## src/hw/rtl/avi_pkg.sv

```systemverilog
// avi_pkg: shared types, constants and the microcode table of the velocity integrator
// used by avi_seq, avi_dp and accel_velocity_integrator_core
package avi_pkg;

  localparam int PC_W    = 5;
  localparam int DT_W    = 9;
  localparam int ACC_W   = 34;
  localparam int VEL_W   = 48;
  localparam int MUL_A_W = 34;
  localparam int MUL_B_W = 26;
  localparam int PROD_W  = MUL_A_W + MUL_B_W;
  localparam int HI_W    = 48;
  localparam int RSUM_W  = 49;

  localparam logic [15:0]      COUNT_SCALE_Q16 = 16'd31492;
  localparam logic [19:0]      GRAVITY_Q16     = 20'd642690;
  localparam logic [DT_W-1:0]  DT_MAX_MS       = 9'd500;
  localparam logic [DT_W-1:0]  DT_DEFAULT_MS   = 9'd10;
  localparam logic [PC_W-1:0]  PC_DONE         = 5'd31;

  typedef enum logic [3:0] {
    OP_DT,
    OP_MSCALE,
    OP_BIAS,
    OP_DBAND,
    OP_MDT,
    OP_ACCUM,
    OP_MAG,
    OP_MHI,
    OP_MLO,
    OP_SUM,
    OP_STORE,
    OP_DONE
  } avi_op_t;

  typedef enum logic [1:0] {
    AX_X,
    AX_Y,
    AX_Z
  } avi_axis_t;

  typedef struct packed {
    avi_op_t         op;
    avi_axis_t       axis;
    logic            jmp_cmd;
    logic [PC_W-1:0] target;
  } avi_uword_t;

  typedef struct packed {
    logic      run;
    avi_op_t   op;
    avi_axis_t axis;
  } avi_ctrl_t;

  typedef struct packed {
    logic cmd;
    logic out_full;
  } avi_stat_t;

  function automatic avi_uword_t avi_uw(input avi_op_t op, input avi_axis_t axis);
    avi_uword_t w;
    w.op      = op;
    w.axis    = axis;
    w.jmp_cmd = 1'b0;
    w.target  = '0;
    return w;
  endfunction

  function automatic avi_uword_t avi_ucode(input logic [PC_W-1:0] pc);
    avi_uword_t w;
    w = avi_uw(OP_DONE, AX_X);
    unique case (pc)
      5'd0: begin
        w = avi_uw(OP_DT, AX_X);
        w.jmp_cmd = 1'b1;
        w.target  = PC_DONE;
      end
      5'd1:  w = avi_uw(OP_MSCALE, AX_X);
      5'd2:  w = avi_uw(OP_BIAS,   AX_X);
      5'd3:  w = avi_uw(OP_DBAND,  AX_X);
      5'd4:  w = avi_uw(OP_MDT,    AX_X);
      5'd5:  w = avi_uw(OP_ACCUM,  AX_X);
      5'd6:  w = avi_uw(OP_MAG,    AX_X);
      5'd7:  w = avi_uw(OP_MHI,    AX_X);
      5'd8:  w = avi_uw(OP_MLO,    AX_X);
      5'd9:  w = avi_uw(OP_SUM,    AX_X);
      5'd10: w = avi_uw(OP_STORE,  AX_X);
      5'd11: w = avi_uw(OP_MSCALE, AX_Y);
      5'd12: w = avi_uw(OP_BIAS,   AX_Y);
      5'd13: w = avi_uw(OP_DBAND,  AX_Y);
      5'd14: w = avi_uw(OP_MDT,    AX_Y);
      5'd15: w = avi_uw(OP_ACCUM,  AX_Y);
      5'd16: w = avi_uw(OP_MAG,    AX_Y);
      5'd17: w = avi_uw(OP_MHI,    AX_Y);
      5'd18: w = avi_uw(OP_MLO,    AX_Y);
      5'd19: w = avi_uw(OP_SUM,    AX_Y);
      5'd20: w = avi_uw(OP_STORE,  AX_Y);
      5'd21: w = avi_uw(OP_MSCALE, AX_Z);
      5'd22: w = avi_uw(OP_BIAS,   AX_Z);
      5'd23: w = avi_uw(OP_DBAND,  AX_Z);
      5'd24: w = avi_uw(OP_MDT,    AX_Z);
      5'd25: w = avi_uw(OP_ACCUM,  AX_Z);
      5'd26: w = avi_uw(OP_MAG,    AX_Z);
      5'd27: w = avi_uw(OP_MHI,    AX_Z);
      5'd28: w = avi_uw(OP_MLO,    AX_Z);
      5'd29: w = avi_uw(OP_SUM,    AX_Z);
      5'd30: w = avi_uw(OP_STORE,  AX_Z);
      5'd31: w = avi_uw(OP_DONE,   AX_X);
    endcase
    return w;
  endfunction

endpackage

```

## src/hw/rtl/avi_seq.sv

```systemverilog
// avi_seq: step counter and microcode lookup of the velocity integrator
// depends on avi_pkg for the control word table and control/status structs
module avi_seq (
  input  logic               clk,
  input  logic               rst_n,
  input  logic               in_valid,
  output logic               in_stall,
  input  avi_pkg::avi_stat_t stat,
  output avi_pkg::avi_ctrl_t ctrl
);
  import avi_pkg::*;

  logic            busy_r, busy_nxt;
  logic [PC_W-1:0] pc_r, pc_nxt;
  avi_uword_t      uw;
  logic            held;
  logic            start;

  assign uw        = avi_ucode(pc_r);
  assign held      = (uw.op == OP_DONE) && stat.out_full;
  assign start     = in_valid && !busy_r;
  assign in_stall  = busy_r;
  assign ctrl.run  = busy_r && !held;
  assign ctrl.op   = uw.op;
  assign ctrl.axis = uw.axis;

  always_comb begin
    busy_nxt = busy_r;
    pc_nxt   = pc_r;
    if (start) begin
      busy_nxt = 1'b1;
      pc_nxt   = '0;
    end else if (ctrl.run) begin
      if (uw.op == OP_DONE) begin
        busy_nxt = 1'b0;
      end else if (uw.jmp_cmd && stat.cmd) begin
        pc_nxt = uw.target;
      end else begin
        pc_nxt = pc_r + 1'b1;
      end
    end
  end

  always_ff @(posedge clk) begin
    if (!rst_n) begin
      busy_r <= 1'b0;
      pc_r   <= '0;
    end else begin
      busy_r <= busy_nxt;
      pc_r   <= pc_nxt;
    end
  end

  a_start_pc0: assert property (@(posedge clk) disable iff (!rst_n)
    start |=> busy_r && (pc_r == '0))
    else $error("transfer did not start program at step zero");

  a_done_frees: assert property (@(posedge clk) disable iff (!rst_n)
    busy_r && (uw.op == OP_DONE) && !stat.out_full |=> !busy_r)
    else $error("sequencer did not finish after done step");

  a_hold_pc: assert property (@(posedge clk) disable iff (!rst_n)
    busy_r && held |=> busy_r && $stable(pc_r))
    else $error("sequencer moved while result slot was full");

endmodule

```

## src/hw/rtl/avi_dp.sv

```systemverilog
// avi_dp: datapath of the velocity integrator with one shared multiplier
// depends on avi_pkg; driven by the control word from avi_seq
module avi_dp #(
  parameter logic [15:0] COUNT_SCALE = avi_pkg::COUNT_SCALE_Q16,
  parameter logic [19:0] GRAVITY     = avi_pkg::GRAVITY_Q16
) (
  input  logic                      clk,
  input  logic                      rst_n,
  input  avi_pkg::avi_ctrl_t        ctrl,
  output avi_pkg::avi_stat_t        stat,
  input  logic                      in_accept,
  input  logic                      in_cmd,
  input  logic signed [15:0]        in_sample_x,
  input  logic signed [15:0]        in_sample_y,
  input  logic signed [15:0]        in_sample_z,
  input  logic [31:0]               in_time_ms,
  input  logic signed [31:0]        bias_x,
  input  logic signed [31:0]        bias_y,
  input  logic signed [31:0]        bias_z,
  input  logic [30:0]               dead_zone,
  input  logic [24:0]               decay_factor,
  input  logic                      out_stall,
  output logic                      out_valid,
  output logic signed [47:0]        out_vel_x,
  output logic signed [47:0]        out_vel_y,
  output logic signed [47:0]        out_vel_z
);
  import avi_pkg::*;

  localparam logic signed [VEL_W-1:0] VEL_MAX = {1'b0, {(VEL_W-1){1'b1}}};
  localparam logic signed [VEL_W-1:0] VEL_MIN = {1'b1, {(VEL_W-1){1'b0}}};
  localparam logic [RSUM_W-1:0] MAG_LIM = {2'b01, {(VEL_W-1){1'b0}}};

  logic                       cmd_r, cmd_nxt;
  logic signed [15:0]         sx_r, sx_nxt, sy_r, sy_nxt, sz_r, sz_nxt;
  logic [31:0]                time_r, time_nxt;
  logic [31:0]                prev_time_r, prev_time_nxt;
  logic [DT_W-1:0]            dt_r, dt_nxt;
  logic signed [PROD_W-1:0]   prod_r, prod_nxt;
  logic signed [ACC_W-1:0]    acc_r, acc_nxt;
  logic signed [VEL_W-1:0]    sum_r, sum_nxt;
  logic [VEL_W-1:0]           mag_r, mag_nxt;
  logic                       neg_r, neg_nxt;
  logic [HI_W-1:0]            hi_r, hi_nxt;
  logic [RSUM_W-1:0]          rsum_r, rsum_nxt;
  logic signed [VEL_W-1:0]    speed_x_r, speed_x_nxt;
  logic signed [VEL_W-1:0]    speed_y_r, speed_y_nxt;
  logic signed [VEL_W-1:0]    speed_z_r, speed_z_nxt;
  logic                       out_valid_r, out_valid_nxt;
  logic signed [VEL_W-1:0]    vel_x_r, vel_x_nxt, vel_y_r, vel_y_nxt, vel_z_r, vel_z_nxt;

  logic signed [MUL_A_W-1:0]  mul_a;
  logic signed [MUL_B_W-1:0]  mul_b;
  logic signed [PROD_W-1:0]   mul_p;
  logic signed [15:0]         smp_sel;
  logic signed [31:0]         off_sel;
  logic signed [VEL_W-1:0]    spd_sel;
  logic signed [VEL_W-1:0]    spd_new;
  logic [31:0]                dt_full;
  logic signed [ACC_W-1:0]    grav_sel;
  logic signed [ACC_W:0]      db_sum;
  logic signed [VEL_W:0]      acc_sum;

  always_comb begin
    unique case (ctrl.axis)
      AX_X: begin
        smp_sel = sx_r;
        off_sel = bias_x;
        spd_sel = speed_x_r;
      end
      AX_Y: begin
        smp_sel = sy_r;
        off_sel = bias_y;
        spd_sel = speed_y_r;
      end
      AX_Z: begin
        smp_sel = sz_r;
        off_sel = bias_z;
        spd_sel = speed_z_r;
      end
      default: begin
        smp_sel = '0;
        off_sel = '0;
        spd_sel = '0;
      end
    endcase
  end

  // shared multiplier operand select
  always_comb begin
    unique case (ctrl.op)
      OP_MSCALE: begin
        mul_a = MUL_A_W'(smp_sel);
        mul_b = $signed({{(MUL_B_W-16){1'b0}}, COUNT_SCALE});
      end
      OP_MDT: begin
        mul_a = acc_r;
        mul_b = $signed({{(MUL_B_W-DT_W){1'b0}}, dt_r});
      end
      OP_MHI: begin
        mul_a = $signed({{(MUL_A_W-24){1'b0}}, mag_r[47:24]});
        mul_b = $signed({1'b0, decay_factor});
      end
      OP_MLO: begin
        mul_a = $signed({{(MUL_A_W-24){1'b0}}, mag_r[23:0]});
        mul_b = $signed({1'b0, decay_factor});
      end
      default: begin
        mul_a = '0;
        mul_b = '0;
      end
    endcase
  end

  assign mul_p    = mul_a * mul_b;
  assign dt_full  = time_r - prev_time_r;
  assign grav_sel = (ctrl.axis == AX_Z) ? $signed({{(ACC_W-20){1'b0}}, GRAVITY}) : '0;
  assign db_sum   = {acc_r[ACC_W-1], acc_r} + $signed({{(ACC_W-30){1'b0}}, dead_zone});
  assign acc_sum  = {spd_sel[VEL_W-1], spd_sel}
                  + {{(VEL_W-42){prod_r[42]}}, prod_r[42:0]};

  always_comb begin
    if (neg_r) begin
      if (rsum_r > MAG_LIM) begin
        spd_new = VEL_MIN;
      end else begin
        spd_new = -$signed(rsum_r[VEL_W-1:0]);
      end
    end else if (rsum_r[RSUM_W-1:VEL_W-1] != 2'b00) begin
      spd_new = VEL_MAX;
    end else begin
      spd_new = $signed(rsum_r[VEL_W-1:0]);
    end
  end

  always_comb begin
    cmd_nxt       = cmd_r;
    sx_nxt        = sx_r;
    sy_nxt        = sy_r;
    sz_nxt        = sz_r;
    time_nxt      = time_r;
    prev_time_nxt = prev_time_r;
    dt_nxt        = dt_r;
    prod_nxt      = prod_r;
    acc_nxt       = acc_r;
    sum_nxt       = sum_r;
    mag_nxt       = mag_r;
    neg_nxt       = neg_r;
    hi_nxt        = hi_r;
    rsum_nxt      = rsum_r;
    speed_x_nxt   = speed_x_r;
    speed_y_nxt   = speed_y_r;
    speed_z_nxt   = speed_z_r;
    vel_x_nxt     = vel_x_r;
    vel_y_nxt     = vel_y_r;
    vel_z_nxt     = vel_z_r;
    out_valid_nxt = out_valid_r;

    if (out_valid_r && !out_stall) begin
      out_valid_nxt = 1'b0;
    end

    if (in_accept) begin
      cmd_nxt  = in_cmd;
      sx_nxt   = in_sample_x;
      sy_nxt   = in_sample_y;
      sz_nxt   = in_sample_z;
      time_nxt = in_time_ms;
    end

    if (ctrl.run) begin
      unique case (ctrl.op)
        OP_DT: begin
          prev_time_nxt = time_r;
          if (dt_full == 32'd0 || dt_full > {{(32-DT_W){1'b0}}, DT_MAX_MS}) begin
            dt_nxt = DT_DEFAULT_MS;
          end else begin
            dt_nxt = dt_full[DT_W-1:0];
          end
          if (cmd_r) begin
            speed_x_nxt = '0;
            speed_y_nxt = '0;
            speed_z_nxt = '0;
          end
        end
        OP_MSCALE, OP_MDT, OP_MHI: begin
          prod_nxt = mul_p;
        end
        OP_BIAS: begin
          acc_nxt = ACC_W'($signed(prod_r[32:0])) - ACC_W'(off_sel) - grav_sel;
        end
        OP_DBAND: begin
          if (acc_r[ACC_W-1]) begin
            if (db_sum > 0) begin
              acc_nxt = '0;
            end
          end else if ({{(ACC_W-31){1'b0}}, dead_zone} > acc_r[ACC_W-1:0]) begin
            acc_nxt = '0;
          end
        end
        OP_ACCUM: begin
          if (acc_sum[VEL_W] != acc_sum[VEL_W-1]) begin
            sum_nxt = acc_sum[VEL_W] ? VEL_MIN : VEL_MAX;
          end else begin
            sum_nxt = acc_sum[VEL_W-1:0];
          end
        end
        OP_MAG: begin
          neg_nxt = sum_r[VEL_W-1];
          mag_nxt = sum_r[VEL_W-1] ? VEL_W'(-sum_r) : sum_r;
        end
        OP_MLO: begin
          hi_nxt   = prod_r[HI_W-1:0];
          prod_nxt = mul_p;
        end
        OP_SUM: begin
          rsum_nxt = {1'b0, hi_r} + {{(RSUM_W-25){1'b0}}, prod_r[48:24]};
        end
        OP_STORE: begin
          unique case (ctrl.axis)
            AX_X:    speed_x_nxt = spd_new;
            AX_Y:    speed_y_nxt = spd_new;
            AX_Z:    speed_z_nxt = spd_new;
            default: speed_x_nxt = speed_x_r;
          endcase
        end
        OP_DONE: begin
          vel_x_nxt     = speed_x_r;
          vel_y_nxt     = speed_y_r;
          vel_z_nxt     = speed_z_r;
          out_valid_nxt = 1'b1;
        end
        default: begin
          prod_nxt = prod_r;
        end
      endcase
    end
  end

  always_ff @(posedge clk) begin
    if (!rst_n) begin
      prev_time_r <= '0;
      speed_x_r   <= '0;
      speed_y_r   <= '0;
      speed_z_r   <= '0;
      out_valid_r <= 1'b0;
    end else begin
      prev_time_r <= prev_time_nxt;
      speed_x_r   <= speed_x_nxt;
      speed_y_r   <= speed_y_nxt;
      speed_z_r   <= speed_z_nxt;
      out_valid_r <= out_valid_nxt;
    end
  end

  always_ff @(posedge clk) begin
    cmd_r  <= cmd_nxt;
    sx_r   <= sx_nxt;
    sy_r   <= sy_nxt;
    sz_r   <= sz_nxt;
    time_r <= time_nxt;
    dt_r   <= dt_nxt;
    prod_r <= prod_nxt;
    acc_r  <= acc_nxt;
    sum_r  <= sum_nxt;
    mag_r  <= mag_nxt;
    neg_r  <= neg_nxt;
    hi_r   <= hi_nxt;
    rsum_r <= rsum_nxt;
    vel_x_r <= vel_x_nxt;
    vel_y_r <= vel_y_nxt;
    vel_z_r <= vel_z_nxt;
  end

  assign stat.cmd      = cmd_r;
  assign stat.out_full = out_valid_r && out_stall;
  assign out_valid     = out_valid_r;
  assign out_vel_x     = vel_x_r;
  assign out_vel_y     = vel_y_r;
  assign out_vel_z     = vel_z_r;

endmodule

```

## src/hw/rtl/accel_velocity_integrator_core.sv

```systemverilog
// accel_velocity_integrator_core: leaky three-axis velocity integrator with deadband
// one transfer at a time: in_stall holds the input until the 32-step microprogram, which runs
// every product of all three axes through one shared multiplier, reaches its done step and
// hands over its result; a reset command jumps from the first step straight to done
// reset (rst_n low, synchronous): velocities, stored tick and sequencer cleared, config registers to defaults
// depends on avi_pkg, avi_seq and avi_dp
module accel_velocity_integrator_core #(
  parameter logic [15:0] COUNT_SCALE = avi_pkg::COUNT_SCALE_Q16,
  parameter logic [19:0] GRAVITY     = avi_pkg::GRAVITY_Q16
) (
  input  logic               clk,
  input  logic               rst_n,
  input  logic               in_valid,
  output logic               in_stall,
  input  logic               in_cmd,
  input  logic signed [15:0] in_sample_x,
  input  logic signed [15:0] in_sample_y,
  input  logic signed [15:0] in_sample_z,
  input  logic [31:0]        in_time_ms,
  output logic               out_valid,
  input  logic               out_stall,
  output logic signed [47:0] out_vel_x,
  output logic signed [47:0] out_vel_y,
  output logic signed [47:0] out_vel_z,
  input  logic               cfg_we,
  input  logic [2:0]         cfg_index,
  input  logic [31:0]        cfg_data
);
  import avi_pkg::*;

  localparam logic [2:0] CFG_BIAS_X    = 3'd0;
  localparam logic [2:0] CFG_BIAS_Y    = 3'd1;
  localparam logic [2:0] CFG_BIAS_Z    = 3'd2;
  localparam logic [2:0] CFG_DEAD_ZONE = 3'd3;
  localparam logic [2:0] CFG_DECAY     = 3'd4;

  logic signed [31:0] bias_x_r, bias_y_r, bias_z_r;
  logic [30:0]        dead_zone_r;
  logic [24:0]        decay_factor_r;
  logic               in_accept;
  avi_ctrl_t          ctrl;
  avi_stat_t          stat;

  assign in_accept = in_valid && !in_stall;

  always_ff @(posedge clk) begin
    if (!rst_n) begin
      bias_x_r       <= '0;
      bias_y_r       <= '0;
      bias_z_r       <= '0;
      dead_zone_r    <= 31'd32768;
      decay_factor_r <= 25'd16775538;
    end else if (cfg_we) begin
      unique case (cfg_index)
        CFG_BIAS_X:    bias_x_r       <= $signed(cfg_data);
        CFG_BIAS_Y:    bias_y_r       <= $signed(cfg_data);
        CFG_BIAS_Z:    bias_z_r       <= $signed(cfg_data);
        CFG_DEAD_ZONE: dead_zone_r    <= cfg_data[30:0];
        CFG_DECAY:     decay_factor_r <= cfg_data[24:0];
        default:       dead_zone_r    <= dead_zone_r;
      endcase
    end
  end

  avi_seq u_seq (
    .clk      (clk),
    .rst_n    (rst_n),
    .in_valid (in_valid),
    .in_stall (in_stall),
    .stat     (stat),
    .ctrl     (ctrl)
  );

  avi_dp #(
    .COUNT_SCALE (COUNT_SCALE),
    .GRAVITY     (GRAVITY)
  ) u_dp (
    .clk          (clk),
    .rst_n        (rst_n),
    .ctrl         (ctrl),
    .stat         (stat),
    .in_accept    (in_accept),
    .in_cmd       (in_cmd),
    .in_sample_x  (in_sample_x),
    .in_sample_y  (in_sample_y),
    .in_sample_z  (in_sample_z),
    .in_time_ms   (in_time_ms),
    .bias_x       (bias_x_r),
    .bias_y       (bias_y_r),
    .bias_z       (bias_z_r),
    .dead_zone    (dead_zone_r),
    .decay_factor (decay_factor_r),
    .out_stall    (out_stall),
    .out_valid    (out_valid),
    .out_vel_x    (out_vel_x),
    .out_vel_y    (out_vel_y),
    .out_vel_z    (out_vel_z)
  );

endmodule
```

## config.mk

```make
export PLATFORM = sky130hd
export DESIGN_NAME = accel_velocity_integrator_core
export DESIGN_NICKNAME = d
export VERILOG_FILES = /design/src/hw/rtl/avi_pkg.sv /design/src/hw/rtl/avi_seq.sv /design/src/hw/rtl/avi_dp.sv /design/src/hw/rtl/accel_velocity_integrator_core.sv
export SDC_FILE = /design/constraint.sdc
export NUM_CORES = 2
export LEC_CHECK = 0
export BUFFER_PORTS_ARGS = -buffer_cell sky130_fd_sc_hd__buf_2
export CAP_MARGIN = 20
export CORE_MARGIN = 1.5
export CORE_UTILIZATION = 31
export CTS_CLUSTER_SIZE = 25
export DETAILED_ROUTE_END_ITERATION = 10
export PLACE_DENSITY = 0.46
export SYNTH_ARGS = -nofsm -noshare
export SYNTH_HDL_FRONTEND = slang
export SYNTH_SLANG_ARGS = --single-unit
export TNS_END_PERCENT = 20
```

## constraint.sdc

```tcl
create_clock -name clk -period 31.1 [get_ports clk]
set_input_delay 6.22 -clock clk [delete_from_list [all_inputs] [get_ports clk]]
set_output_delay 6.22 -clock clk [all_outputs]
set_load 0.01 [all_outputs]
```

==> run metrics <==
outcome=finished clean; Seq pwr share=31.7%; Slew @ Worst Pin=1.20 ns; Slew headroom=20.3%; largest net degree at the start of global routing=146; fin crit share=35.1%; post-place setup slack=19.82 ns; Syn Area/Cell=9.34 um2; Setup Viol. Count Final=0; worst-path maximum fanout=107; fmax=0.0916 GHz; Die W=476 um; Root Driver=clkbuf_16; Detail Placement HPWL=195 mm; WS Path Type=reg -> reg; Seq. cell area=0.0222 mm2; skew final=0.0688 ns; fin. max-slew vios=0; routed wire length=247 mm; dominant synthesized flop cell=edfxtp_1; Netlist Area Pre-Place=0.0694 mm2; pwr dens=53.8 mW/mm2; initial core utilization=31.2%; share of cells above drive strength 1=7.97%; TritonCTS Sinks=853; Worst Setup SP=u_seq.uw[7]; H-Tree Depth=3; final core utilization=35.1%; worst hold margin=0.458 ns; Tot GR Track Use=21.7%; filler cell count=22,800; Pwr Total=4.19 mW; HP Start=u_dp.speed_z_r[27]; most numerous cell on the critical path=fa_1; core area=0.222 mm2; fin crit period=10.91 ns; area of the die=0.227 mm2; synth unique cells=78; critical path capture point type=flop; register area share after synthesis=32.0%; Post-synth EDFFs=511; Multi-input gate area=0.0421 mm2; clock tree buffer depth=3; initial antenna violation count=15; Hold Crit Class=reg -> reg; cell-internal power=2.59 mW; Die Ht=476 um; RSZ-0062 raised after global routing=false; first-pass GRT wire length=361 mm; CTS resizes=0; DR DRC count=0; Final Hold Vio Count=0; CP arrival=11.41 ns; worst setup slack after layout=20.19 ns; clock buffer count from CTS=99; synthesized flop and latch total=853; Routed WL per cell=23.1 um; Iteration-0 DRC Markers=4,062; nets=8,862; Sw Share=38.3%; Worst path slowest cell=dfxtp_4; launching point of the worst reg2reg path=u_seq.uw[7]; P_sw=1.61 mW; Post-Syn Instances=7,428; drt pass-1 iters=6; Post-CTS Setup Bufs=0; hold_buf cts=0; IO Pins=267; peak supply drop=63.0 uV; Final TNS setup=0 ns; Max-Cap Viols=0; P_leak=33.2 nW; CP Launch Type=flop; Synth warnings=0; GPL Wtd Cong=0.944; Vias=53,100; Avg Vias per Cell=4.97; Req. time, crit path=31.60 ns; vias in the first global route=53,200; Post-synth ARST share=0%; clock share of power=30.3%; row cnt=173; Comb pwr share=37.9%; Clock Pin Slew Worst Setup and Hold Paths=0.07 ns; post-route ant nets=0; worst skew pair latency=0.80 ns; Area Overhead vs Synth=12.4%; CTS tree=done; Worst path max stage delay=0.56 ns; grt total ovfl=0; Port Buffers=266
-- kinds of logic (layout without fill, tap and decap cells) --
group                    Yosys count  after routing  synth area share, %
AND/OR/NAND/NOR                 2324           2324                 14.4
other                              2             58               0.0108
flip-flops                       853            853                 32.0
buffers and inverters           1471           1690                 7.96
AO/OA/AOI/OAI                   1282           1282                 12.2
XOR/XNOR                         243            243                 3.07
adder cells (fa/ha/maj)         1133           1133                 28.6
multiplexers                     120            120                 1.73
-- worst paths after layout --
kind	endpoint	cells past startpoint	slack, ns
max reg2reg	u_dp.prod_r[45]	35	20.19
min reg2reg	u_dp.out_vel_z[27]	0	0.46
max	u_dp.prod_r[45]	35	20.19
min	u_dp.out_vel_z[27]	0	0.46
-- worst max-delay path, delay by kind of cell, from the launching register on --
kind	cells	cell delay, ns
XOR/XNOR	1	0.14
buffers and inverters	9	2.02
AND/OR/NAND/NOR	6	1.42
AO/OA/AOI/OAI	11	2.53
flip-flops	1	0.56
adder cells (fa/ha/maj)	8	3.92
-- cells in the final DEF, fill, tap and decap left out, types with 20 or more instances in the layout --
master	count
a211oi_1	24
a21boi_0	206
a21o_1	89
a21oi_1	265
a22o_1	98
a31oi_1	41
and2_1	20
and3_1	27
buf_2	265
buf_4	104
clkbuf_16	102
conb_1	55
dfxtp_1	340
edfxtp_1	511
fa_1	756
ha_1	370
inv_1	1131
mux2i_1	118
nand2_1	1114
nand2b_1	75
nand3_1	79
nand4_1	46
nor2_1	671
nor2b_1	55
nor3_1	63
nor4_1	26
o21a_1	32
o21ai_0	298
o21bai_1	23
o311ai_0	21
o31ai_1	22
or2_2	27
or3_1	27
or4_1	22
xnor2_1	178
xor2_1	65
-- flip-flops by register name, indices dropped and copies added (netlist names), 34 cells and up --
name / flops
u_dp.rsum_r: 49
u_dp.mag_r: 48
u_dp.prod_r: 49
u_dp.out_vel_z: 48
u_dp.speed_x_r: 48
u_dp.sum_r: 48
u_dp.out_vel_x: 48
u_dp.speed_z_r: 48
u_dp.hi_r: 48
u_dp.speed_y_r: 48
u_dp.acc_r: 34
u_dp.out_vel_y: 48
-- power by group through the flow --
stage	Sequential, mW	Clock [mW]	Combinational, mW
after detailed placement	1.36	0	1.59
after floorplan	1.32	0	0.960
after global routing	1.33	1.35	1.75
after CTS	1.33	1.31	1.60
final	1.33	1.27	1.59
after global placement	1.36	0	1.59
-- cells in the mapped netlist (all sizes together), types with 118 or more instances --
cell	n	area [um2]
a21oi	267	1340
nand2	1115	4190
ha	370	4630
a21boi	208	1560
clkbuf	313	1170
xnor2	178	1560
edfxtp	511	15300
inv	1131	4250
o21ai	306	1530
dfxtp	342	6850
mux2i	118	1180
nor2	680	2550
fa	756	15100
-- metrics by stage --
| step | cell area (um2) | cells |
|---|---|---|
| after floorplan | 69600 | 7481 |
| after global placement | 74400 | 10500 |
| after detailed placement | 74400 | 10500 |
| after CTS | 77900 | 10700 |
| after global routing | 78000 | 10700 |
| final | 78000 | 10700 |
-- cell type report --
class / instances / area share [%]
Sequential cell: 853 / 28.5
Clock inverter: 62 / 1.15
Multi-Input combinational cell: 5157 / 53.9
Timing Repair Buffer: 373 / 2.78
Tap cell: 2975 / 4.77
Antenna cell: 3 / 0.00963
Inverter: 1131 / 5.45
Clock buffer: 124 / 3.42
-- routing by layer --
layer	vias to the layer above	track usage, %	routed length [um]
met5	-	0	42
met4	6	7.05	8700
met3	312	3.19	13800
met2	1563	36.1	116000
met1	26600	28.8	108000
li1	24600	-	-
(Power assumes the default switching activity.)
